===== config.mk =====
export PLATFORM = sky130hd
export DESIGN_NAME = line_crossing_counter_top
export DESIGN_NICKNAME = d
export VERILOG_FILES = /design/src/lcc_pkg.sv /design/src/lcc_front.sv /design/src/lcc_queue.sv /design/src/lcc_back.sv /design/src/line_crossing_counter_top.sv
export SDC_FILE = /design/constraint.sdc
export NUM_CORES = 1
export LEC_CHECK = 0
export BUFFER_PORTS_ARGS = -buffer_cell sky130_fd_sc_hd__buf_2
export CAP_MARGIN = 25
export CORE_MARGIN = 8
export CORE_UTILIZATION = 66
export CTS_CLUSTER_SIZE = 30
export DETAILED_ROUTE_END_ITERATION = 8
export PLACE_DENSITY = 0.86
export SLEW_MARGIN = 20
export SYNTH_ARGS = -nofsm -noshare
export SYNTH_HDL_FRONTEND = slang
export SYNTH_SLANG_ARGS = --single-unit

===== constraint.sdc =====
create_clock -name clock -period 10.5 [get_ports clock]
set_clock_uncertainty 0.1 [all_clocks]
set_input_delay 2.625 -clock clock [delete_from_list [all_inputs] [get_ports clock]]
set_output_delay 2.625 -clock clock [all_outputs]
set_load 0.005 [all_outputs]

===== src/lcc_pkg.sv =====
// Shared types, codes and constants of the line crossing counter.
`timescale 1ns / 1ps
package lcc_pkg;

   localparam int TRACK_ID_W     = 6;
   localparam int CENTROID_W     = 16;
   localparam int COORD_W        = 12;
   localparam int COUNT_W        = 16;
   localparam int CSR_INDEX_W    = 3;
   localparam int CSR_DATA_W     = 12;
   localparam int LCC_MAX_TRACKS = 64;
   localparam int QUEUE_DEPTH    = 2;

   typedef logic [1:0] side_type;
   localparam side_type SIDE_NONE = 2'd0;
   localparam side_type SIDE_A    = 2'd1;
   localparam side_type SIDE_B    = 2'd2;

   typedef logic [1:0] snap_mode_type;
   localparam snap_mode_type SNAP_ANY      = 2'd0;
   localparam snap_mode_type SNAP_ARRIVE_B = 2'd1;
   localparam snap_mode_type SNAP_ARRIVE_A = 2'd2;

   typedef logic [CSR_INDEX_W-1:0] csr_index_type;
   localparam csr_index_type CSR_START_X = 3'd0;
   localparam csr_index_type CSR_START_Y = 3'd1;
   localparam csr_index_type CSR_END_X   = 3'd2;
   localparam csr_index_type CSR_END_Y   = 3'd3;
   localparam csr_index_type CSR_ENABLE  = 3'd4;
   localparam csr_index_type CSR_MODE    = 3'd5;

   typedef struct packed {
      logic [COORD_W-1:0] start_x;
      logic [COORD_W-1:0] start_y;
      logic [COORD_W-1:0] end_x;
      logic [COORD_W-1:0] end_y;
      logic               enable;
   } line_cfg_type;

   typedef struct packed {
      logic [TRACK_ID_W-1:0] track_id;
      side_type              side;
      logic                  inactive;
   } item_type;

   typedef enum logic [1:0] {
      BK_IDLE,
      BK_UPDATE
   } back_state_type;

endpackage


===== src/lcc_front.sv =====
// Front stage: takes track updates and classifies the centroid against the line.
`timescale 1ns / 1ps
module lcc_front import lcc_pkg::*; (
   input  logic                  clock,
   input  logic                  reset,
   input  line_cfg_type          line_cfg,
   input  logic                  req_valid,
   output logic                  req_stall,
   input  logic [TRACK_ID_W-1:0] req_track_id,
   input  logic [CENTROID_W-1:0] req_centroid_x,
   input  logic [CENTROID_W-1:0] req_centroid_y,
   input  logic                  req_track_inactive,
   output logic                  push_valid,
   output item_type              push_item,
   input  logic                  queue_full
);

   logic                stage_valid_ff;
   logic                stage_valid_in;
   item_type            stage_item_ff;
   logic                take;
   logic [COORD_W-1:0]  span_x;
   logic [COORD_W-1:0]  span_y;
   logic [CENTROID_W-1:0] line_x;
   logic [CENTROID_W-1:0] line_y;
   side_type            side;

   assign req_stall = stage_valid_ff && queue_full;
   assign take      = req_valid && !req_stall;

   always_comb begin
      span_x = (line_cfg.start_x > line_cfg.end_x) ? line_cfg.start_x - line_cfg.end_x
                                                   : line_cfg.end_x - line_cfg.start_x;
      span_y = (line_cfg.start_y > line_cfg.end_y) ? line_cfg.start_y - line_cfg.end_y
                                                   : line_cfg.end_y - line_cfg.start_y;
      line_x = {line_cfg.start_x, 4'b0000};
      line_y = {line_cfg.start_y, 4'b0000};
      side   = SIDE_NONE;
      if (line_cfg.enable) begin
         if (span_x < span_y) begin
            if (req_centroid_x < line_x) begin
               side = SIDE_A;
            end else if (req_centroid_x > line_x) begin
               side = SIDE_B;
            end
         end else if (span_x > span_y) begin
            if (req_centroid_y > line_y) begin
               side = SIDE_A;
            end else if (req_centroid_y < line_y) begin
               side = SIDE_B;
            end
         end
      end
   end

   assign stage_valid_in = take || (stage_valid_ff && queue_full);

   always_ff @(posedge clock) begin
      if (reset) begin
         stage_valid_ff <= 1'b0;
      end else begin
         stage_valid_ff <= stage_valid_in;
      end
   end

   always_ff @(posedge clock) begin
      if (take) begin
         stage_item_ff.track_id <= req_track_id;
         stage_item_ff.side     <= side;
         stage_item_ff.inactive <= req_track_inactive;
      end
   end

   assign push_valid = stage_valid_ff;
   assign push_item  = stage_item_ff;

endmodule


===== src/lcc_queue.sv =====
// Short queue of classified items between front and back.
`timescale 1ns / 1ps
module lcc_queue import lcc_pkg::*; (
   input  logic     clock,
   input  logic     reset,
   input  logic     push_valid,
   input  item_type push_item,
   output logic     full,
   output logic     pop_valid,
   output item_type pop_item,
   input  logic     pop
);

   localparam int PtrW = (QUEUE_DEPTH > 1) ? $clog2(QUEUE_DEPTH) : 1;
   localparam int CntW = $clog2(QUEUE_DEPTH + 1);
   localparam logic [PtrW-1:0] LastPtr = PtrW'(QUEUE_DEPTH - 1);
   localparam logic [CntW-1:0] DepthCnt = CntW'(QUEUE_DEPTH);

   item_type        entry_ff [QUEUE_DEPTH];
   logic [PtrW-1:0] wr_ptr_ff;
   logic [PtrW-1:0] wr_ptr_in;
   logic [PtrW-1:0] rd_ptr_ff;
   logic [PtrW-1:0] rd_ptr_in;
   logic [CntW-1:0] count_ff;
   logic [CntW-1:0] count_in;
   logic            do_push;
   logic            do_pop;

   assign full      = (count_ff == DepthCnt);
   assign pop_valid = (count_ff != '0);
   assign pop_item  = entry_ff[rd_ptr_ff];
   assign do_push   = push_valid && !full;
   assign do_pop    = pop && pop_valid;

   always_comb begin
      wr_ptr_in = wr_ptr_ff;
      rd_ptr_in = rd_ptr_ff;
      count_in  = count_ff;
      if (do_push) begin
         wr_ptr_in = (wr_ptr_ff == LastPtr) ? '0 : wr_ptr_ff + 1'b1;
      end
      if (do_pop) begin
         rd_ptr_in = (rd_ptr_ff == LastPtr) ? '0 : rd_ptr_ff + 1'b1;
      end
      if (do_push && !do_pop) begin
         count_in = count_ff + 1'b1;
      end else if (do_pop && !do_push) begin
         count_in = count_ff - 1'b1;
      end
   end

   always_ff @(posedge clock) begin
      if (reset) begin
         wr_ptr_ff <= '0;
         rd_ptr_ff <= '0;
         count_ff  <= '0;
      end else begin
         wr_ptr_ff <= wr_ptr_in;
         rd_ptr_ff <= rd_ptr_in;
         count_ff  <= count_in;
      end
   end

   always_ff @(posedge clock) begin
      if (do_push) begin
         entry_ff[wr_ptr_ff] <= push_item;
      end
   end

   a_count_bound: assert property (@(posedge clock) disable iff (reset)
      count_ff <= DepthCnt)
      else $error("queue count beyond depth");

endmodule


===== src/lcc_back.sv =====
// Back stage: side table read-modify-write, crossing counters and result register.
`timescale 1ns / 1ps
module lcc_back import lcc_pkg::*; #(
   parameter int MAX_TRACKS = LCC_MAX_TRACKS
) (
   input  logic               clock,
   input  logic               reset,
   input  snap_mode_type      snapshot_mode,
   input  logic               item_valid,
   input  item_type           item,
   output logic               item_pop,
   output logic               rsp_valid,
   input  logic               rsp_stall,
   output logic [1:0]         rsp_side_now,
   output logic               rsp_snapshot,
   output logic [COUNT_W-1:0] rsp_count_a_to_b,
   output logic [COUNT_W-1:0] rsp_count_b_to_a
);

   localparam int TableDepth = (MAX_TRACKS < (1 << TRACK_ID_W)) ? MAX_TRACKS
                                                                : (1 << TRACK_ID_W);
   localparam int IdxW = $clog2(TableDepth);
   localparam logic [TRACK_ID_W:0] TableLimit = (TRACK_ID_W + 1)'(TableDepth);
   localparam logic [COUNT_W-1:0]  CountMax   = '1;

   back_state_type     state_ff;
   back_state_type     state_in;
   side_type           side_mem [TableDepth];
   logic [TableDepth-1:0] side_vld_ff;
   item_type           cur_ff;
   side_type           old_side_ff;
   logic [IdxW-1:0]    rd_idx;
   logic [IdxW-1:0]    cur_idx;
   logic               in_table;
   logic               fire;
   logic               slot_free;
   logic               tbl_we;
   side_type           tbl_wdata;
   logic               inc_ab;
   logic               inc_ba;
   logic               snap;
   logic [COUNT_W-1:0] count_ab_ff;
   logic [COUNT_W-1:0] count_ab_in;
   logic [COUNT_W-1:0] count_ba_ff;
   logic [COUNT_W-1:0] count_ba_in;
   logic               rsp_valid_ff;
   logic               rsp_valid_in;
   side_type           rsp_side_ff;
   logic               rsp_snap_ff;

   assign rd_idx    = item.track_id[IdxW-1:0];
   assign cur_idx   = cur_ff.track_id[IdxW-1:0];
   assign in_table  = ({1'b0, cur_ff.track_id} < TableLimit);
   assign slot_free = !rsp_valid_ff || !rsp_stall;

   always_comb begin
      state_in = state_ff;
      item_pop = 1'b0;
      fire     = 1'b0;
      unique case (state_ff)
         BK_IDLE: begin
            if (item_valid) begin
               item_pop = 1'b1;
               state_in = BK_UPDATE;
            end
         end
         BK_UPDATE: begin
            if (slot_free) begin
               fire     = 1'b1;
               state_in = BK_IDLE;
            end
         end
         default: state_in = BK_IDLE;
      endcase
   end

   always_ff @(posedge clock) begin
      if (reset) begin
         state_ff <= BK_IDLE;
      end else begin
         state_ff <= state_in;
      end
   end

   always_comb begin
      tbl_we    = 1'b0;
      tbl_wdata = SIDE_NONE;
      inc_ab    = 1'b0;
      inc_ba    = 1'b0;
      snap      = 1'b0;
      if (in_table) begin
         if (cur_ff.inactive) begin
            tbl_we = 1'b1;
         end else if (old_side_ff != SIDE_NONE) begin
            if (cur_ff.side != old_side_ff) begin
               tbl_we = 1'b1;
               inc_ab = (old_side_ff == SIDE_A) && (cur_ff.side == SIDE_B);
               inc_ba = (old_side_ff == SIDE_B) && (cur_ff.side == SIDE_A);
               case (snapshot_mode)
                  SNAP_ANY:      snap = (cur_ff.side != SIDE_NONE);
                  SNAP_ARRIVE_B: snap = (cur_ff.side == SIDE_B);
                  SNAP_ARRIVE_A: snap = (cur_ff.side == SIDE_A);
                  default:       snap = 1'b0;
               endcase
            end
         end else begin
            tbl_we    = 1'b1;
            tbl_wdata = cur_ff.side;
         end
      end
      count_ab_in = (inc_ab && count_ab_ff != CountMax) ? count_ab_ff + 1'b1 : count_ab_ff;
      count_ba_in = (inc_ba && count_ba_ff != CountMax) ? count_ba_ff + 1'b1 : count_ba_ff;
   end

   always_ff @(posedge clock) begin
      if (item_pop) begin
         cur_ff      <= item;
         old_side_ff <= side_vld_ff[rd_idx] ? side_mem[rd_idx] : SIDE_NONE;
      end
   end

   always_ff @(posedge clock) begin
      if (fire && tbl_we) begin
         side_mem[cur_idx] <= tbl_wdata;
      end
   end

   always_ff @(posedge clock) begin
      if (reset) begin
         side_vld_ff <= '0;
      end else if (fire && tbl_we) begin
         side_vld_ff[cur_idx] <= 1'b1;
      end
   end

   always_ff @(posedge clock) begin
      if (reset) begin
         count_ab_ff <= '0;
         count_ba_ff <= '0;
      end else if (fire) begin
         count_ab_ff <= count_ab_in;
         count_ba_ff <= count_ba_in;
      end
   end

   assign rsp_valid_in = fire || (rsp_valid_ff && rsp_stall);

   always_ff @(posedge clock) begin
      if (reset) begin
         rsp_valid_ff <= 1'b0;
      end else begin
         rsp_valid_ff <= rsp_valid_in;
      end
   end

   always_ff @(posedge clock) begin
      if (fire) begin
         rsp_side_ff <= cur_ff.side;
         rsp_snap_ff <= snap;
      end
   end

   assign rsp_valid        = rsp_valid_ff;
   assign rsp_side_now     = rsp_side_ff;
   assign rsp_snapshot     = rsp_snap_ff;
   assign rsp_count_a_to_b = count_ab_ff;
   assign rsp_count_b_to_a = count_ba_ff;

   a_snap_needs_side: assert property (@(posedge clock) disable iff (reset)
      rsp_valid_ff && rsp_snap_ff |-> rsp_side_ff != SIDE_NONE)
      else $error("snapshot without a side");

   a_count_monotonic: assert property (@(posedge clock) disable iff (reset)
      !$past(reset) |-> (count_ab_ff >= $past(count_ab_ff))
                     && (count_ba_ff >= $past(count_ba_ff)))
      else $error("crossing counter went down");

   a_count_on_update: assert property (@(posedge clock) disable iff (reset)
      !$past(reset) && (count_ab_ff != $past(count_ab_ff) || count_ba_ff != $past(count_ba_ff))
      |-> $past(state_ff == BK_UPDATE) && rsp_valid_ff)
      else $error("counter changed outside an update");

endmodule


===== src/line_crossing_counter_top.sv =====
// Top level of the line crossing counter: config registers, front, queue and back.
//
// Channel  Direction  Handshake            Payload
// req      in         req_valid/req_stall  track_id, centroid_x, centroid_y, track_inactive
// rsp      out        rsp_valid/rsp_stall  side_now, snapshot, count_a_to_b, count_b_to_a
// csr      in         csr_valid/csr_ready  csr_index, csr_wdata
//
// The back stage reads the side table as it pops an item; the table write, counter update
// and result load wait for a free result register before the next item is popped.
// A request is registered in the front stage, the queue, the back stage and the result.
// Reset clears counters, all side table entries (per-entry valid bits) and the queue.
// rsp_stall holds the result; the front stage and queue keep taking items until full.
`timescale 1ns / 1ps
module line_crossing_counter_top import lcc_pkg::*; #(
   parameter int MAX_TRACKS = LCC_MAX_TRACKS
) (
   input  logic                   clock,
   input  logic                   reset,
   input  logic                   req_valid,
   output logic                   req_stall,
   input  logic [TRACK_ID_W-1:0]  req_track_id,
   input  logic [CENTROID_W-1:0]  req_centroid_x,
   input  logic [CENTROID_W-1:0]  req_centroid_y,
   input  logic                   req_track_inactive,
   output logic                   rsp_valid,
   input  logic                   rsp_stall,
   output logic [1:0]             rsp_side_now,
   output logic                   rsp_snapshot,
   output logic [COUNT_W-1:0]     rsp_count_a_to_b,
   output logic [COUNT_W-1:0]     rsp_count_b_to_a,
   input  logic                   csr_valid,
   output logic                   csr_ready,
   input  logic [CSR_INDEX_W-1:0] csr_index,
   input  logic [CSR_DATA_W-1:0]  csr_wdata
);

   line_cfg_type  line_cfg_ff;
   snap_mode_type snap_mode_ff;
   logic          push_valid;
   item_type      push_item;
   logic          queue_full;
   logic          pop_valid;
   item_type      pop_item;
   logic          pop;

   assign csr_ready = 1'b1;

   always_ff @(posedge clock) begin
      if (reset) begin
         line_cfg_ff  <= '0;
         snap_mode_ff <= SNAP_ARRIVE_B;
      end else if (csr_valid && csr_ready) begin
         unique case (csr_index)
            CSR_START_X: line_cfg_ff.start_x <= csr_wdata;
            CSR_START_Y: line_cfg_ff.start_y <= csr_wdata;
            CSR_END_X:   line_cfg_ff.end_x   <= csr_wdata;
            CSR_END_Y:   line_cfg_ff.end_y   <= csr_wdata;
            CSR_ENABLE:  line_cfg_ff.enable  <= csr_wdata[0];
            CSR_MODE:    snap_mode_ff        <= csr_wdata[1:0];
            default: ;
         endcase
      end
   end

   lcc_front u_front (
      .clock              (clock),
      .reset              (reset),
      .line_cfg           (line_cfg_ff),
      .req_valid          (req_valid),
      .req_stall          (req_stall),
      .req_track_id       (req_track_id),
      .req_centroid_x     (req_centroid_x),
      .req_centroid_y     (req_centroid_y),
      .req_track_inactive (req_track_inactive),
      .push_valid         (push_valid),
      .push_item          (push_item),
      .queue_full         (queue_full)
   );

   lcc_queue u_queue (
      .clock      (clock),
      .reset      (reset),
      .push_valid (push_valid),
      .push_item  (push_item),
      .full       (queue_full),
      .pop_valid  (pop_valid),
      .pop_item   (pop_item),
      .pop        (pop)
   );

   lcc_back #(
      .MAX_TRACKS (MAX_TRACKS)
   ) u_back (
      .clock            (clock),
      .reset            (reset),
      .snapshot_mode    (snap_mode_ff),
      .item_valid       (pop_valid),
      .item             (pop_item),
      .item_pop         (pop),
      .rsp_valid        (rsp_valid),
      .rsp_stall        (rsp_stall),
      .rsp_side_now     (rsp_side_now),
      .rsp_snapshot     (rsp_snapshot),
      .rsp_count_a_to_b (rsp_count_a_to_b),
      .rsp_count_b_to_a (rsp_count_b_to_a)
   );

endmodule


==> out/metrics.yaml <==
min_to: "u_queue.entry_ff[0][5]"
post_cts_resized: 0
max_slew_margin: 0.254
core_area_sq_mm: 0.0242
drv_slew: 0
cts_inserted_buffers: 34
wirelength_microns: 39200
ys_seq_area_frac: 0.507
syn_avg_cell_area_sq_um: 10.0
cts_hold_buffers: 0
antenna_cells: 0
r2r-end: "u_front.push_item[2]"
clock_path_buffers: 3
critPathCaptureType: "flop"
dieArea_sq_mm: 0.0297
path_max_fanout: 17
fmax_mhz: 209
power_mw: 3.49
drtAntennaViolNets: 0
post_dp_cell_area_sq_mm: 0.0168
holdWs_ns: 0.343
status: "completed"
synth_cell_types: 69
first_global_vias: 12297
wl_per_cell_microns: 19.5
finalCritPeriodShare: 0.457
cts_tree: "built"
routabilityCongestion: 0.934
post-route-min-period_ns: 4.80
fin_nets: 1812
synthCells: 1605
grt_use_total: 0.263
io_buffers: 95
vias_per_cell: 6.16
ys_ff_latch: 324
hold_class: "reg2reg"
drtPass1Iterations: 5
worstHoldPathCells: 0
final_core_util: 0.739
htree_levels: 2
rr_startpoint: "line_cfg_ff[25]"
synthFlopType: "edfxtp_1"
power_per_cell_area_mw_per_mm2: 196
dpl.hpwl_microns: 26500
root_buffer: "clkbuf_16"
fill_cells: 1585
cp.arrival_ns: 4.96
hold_viol: 0
grt_max_degree: 91
synthesis.nets: 1753
design_area_sq_mm: 0.0179
postSynth.asyncResetShare: 0
finalSetupViolations: 0
cts_sinks: 324
min_from: "u_front.push_item[5]"
maxCapViolations: 0
final.setup.tns_ns: 0
rr_worst_depth: 17
vias: 12392
synth_warnings: 0
ios: 97
tightest_slew_ns: 1.12
cts.clk_slew.worst_paths_ns: 0.06
clk_latency_ns: 0.51
grt_pass1_wl_microns: 62300
synth_area_sq_mm: 0.0161
area_delta_synth_final_pct: 10.8
crit_type: "reg2reg"
rows: 57
ir_worst_vdd_v: 0.000142
antenna_found_initial: 0
die_w_microns: 172
grt_overflow: 0
grt_setup_unrepaired: "no"
start_util: 0.667
cp-start-kind: "flop"
drt-initial-drc-count: 1218
synth_edf_count: 169
p_leak_nw: 6.83
cp.required_ns: 10.67
rrSetupSlack_ns: 5.70
drc: 0
drive_above_1_share: 0.118
die_h_microns: 172
post-cts-setup-buffers: 0
cells by family (layout without fill, tap and decap cells):
kind of cell	Yosys count	after routing	share of synthesized area
simple gates	540	540	0.151
flops	324	324	0.507
compound gates	312	312	0.119
buf+inv	155	238	0.0388
mux	133	133	0.0852
fa+ha+maj	89	89	0.0709
xor+xnor	51	51	0.0277
other cells	1	1	0.000233
state kept, by name, summed over array words and instances (netlist names), 2 cells and up, named ones only:
register	cells
u_back.cur_ff	3
u_queue.entry_ff	18
u_back.side_mem	128
u_back.rsp_count_a_to_b	16
line_cfg_ff	49
u_back.side_vld_ff	64
u_back.cur_idx	6
u_back.old_side_ff	2
u_queue.count_ff	2
u_back.rsp_count_b_to_a	16
u_back.rsp_side_now	2
snap_mode_ff	2
u_front.push_item	9
worst max path at each step:
stage | cells past startpoint | to | slack (ns) | from
final | 17 | u_front.push_item[2] | 5.70 | line_cfg_ff[25]
after global routing | 17 | u_front.push_item[2] | 5.43 | line_cfg_ff[25]
after CTS | 17 | u_front.push_item[2] | 5.70 | line_cfg_ff[25]
after detailed placement | 8 | u_back.rsp_count_b_to_a[14] | 5.73 | rsp_stall
after global placement | 8 | u_back.rsp_count_b_to_a[14] | 5.81 | rsp_stall
after floorplan | 7 | u_back.rsp_count_b_to_a[15] | 6.07 | rsp_stall
power breakdown:
group / internal [mW] / switching, mW
combinational: 0.300 / 0.529
clock: 0.668 / 0.497
sequential: 1.43 / 0.0681
synth_stat cells (3+ instances only):
master	count	share of area
or2_1	3	0.0012
a211oi_1	10	0.0047
edfxtp_1	169	0.31
and2_1	6	0.0023
nor2b_1	10	0.0039
buf_2	23	0.0071
a21o_1	26	0.012
o21bai_1	5	0.0023
mux2_1	13	0.0091
o41ai_1	3	0.0016
buf_4	4	0.0019
fa_1	4	0.0050
nor3b_1	3	0.0014
nor2_1	209	0.049
o21ai_0	15	0.0047
clkbuf_1	47	0.011
inv_1	71	0.017
o31a_1	3	0.0016
nor3_1	24	0.0074
nand2b_1	7	0.0027
a21oi_1	155	0.048
mux2_2	18	0.013
o21a_1	9	0.0042
nor4_1	5	0.0019
nand3b_1	7	0.0033
o31ai_1	3	0.0014
xor2_1	28	0.015
and3_1	8	0.0031
nand4_1	22	0.0085
and3b_1	3	0.0016
nand2_1	186	0.043
nand3_1	14	0.0043
or3_1	13	0.0050
buf_1	9	0.0021
ha_1	85	0.066
a31oi_1	17	0.0066
dfxtp_1	155	0.19
or2_2	4	0.0016
o21ai_1	10	0.0031
a32oi_1	12	0.0065
mux2i_1	101	0.063
xnor2_1	23	0.012
o211ai_1	30	0.014
layout make-up:
| class | count | area, sq um | share of cell area |
|---|---|---|---|
| Clock inverter | 20 | 144 | 0.00806 |
| Tap cell | 324 | 405 | 0.0227 |
| Multi-Input combinational cell | 1126 | 7360 | 0.412 |
| Timing Repair Buffer | 106 | 566 | 0.0317 |
| Inverter | 72 | 270 | 0.0151 |
| Clock buffer | 40 | 937 | 0.0525 |
| Sequential cell | 324 | 8180 | 0.458 |
layout by cell type, fill, tap and decap left out, types with 8 or more instances in the layout:
master,Yosys,routed
nor2_1,209,208
nand2_1,186,186
edfxtp_1,169,169
a21oi_1,155,155
dfxtp_1,155,155
mux2i_1,101,100
buf_2,23,94
ha_1,85,85
inv_1,71,71
clkbuf_16,0,37
o211ai_1,30,30
xor2_1,28,28
a21o_1,26,26
xnor2_1,23,23
nor3_1,24,23
nand4_1,22,22
mux2_2,18,18
a31oi_1,17,17
o21ai_0,15,15
nand3_1,14,14
or3_1,13,13
mux2_1,13,13
a32oi_1,12,12
a211oi_1,10,10
o21ai_1,10,10
nor2b_1,10,10
o21a_1,9,9
buf_4,4,9
and3_1,8,8
clkinv_2,0,8
worst max-delay path, stage by stage (launching register included):
cell      delay [ns]
dfxtp_1         0.39
inv_1           0.06
ha_1            0.19
inv_1           0.08
fa_1            0.23
a211oi_1        0.11
o21ai_1         0.22
a211oi_2        0.12
nor3_4          0.68
mux2_1          0.38
a221oi_1        0.28
xor2_1          0.14
ha_1            0.33
nand3_1         0.11
or3_1           0.42
o221ai_1        0.30
and3b_1         0.22
o21a_1          0.18
stage by stage:
stage          instances  worst slack (ns)
6_report            2012              5.70
5_1_grt             2012              5.43
4_1_cts             2011              5.70
3_5_place_dp        1951              5.73
3_3_place_gp        1949              5.81
2_1_floorplan       1605              6.07
routing by layer:
layer,vias up,global-route usage,wire (microns)
met5,-,0,0
met2,515,0.457,19600
met3,130,0.0409,2480
met4,0,0.121,1640
li1,5794,-,-
met1,5953,0.317,15500
(Power assumes the default switching activity.)
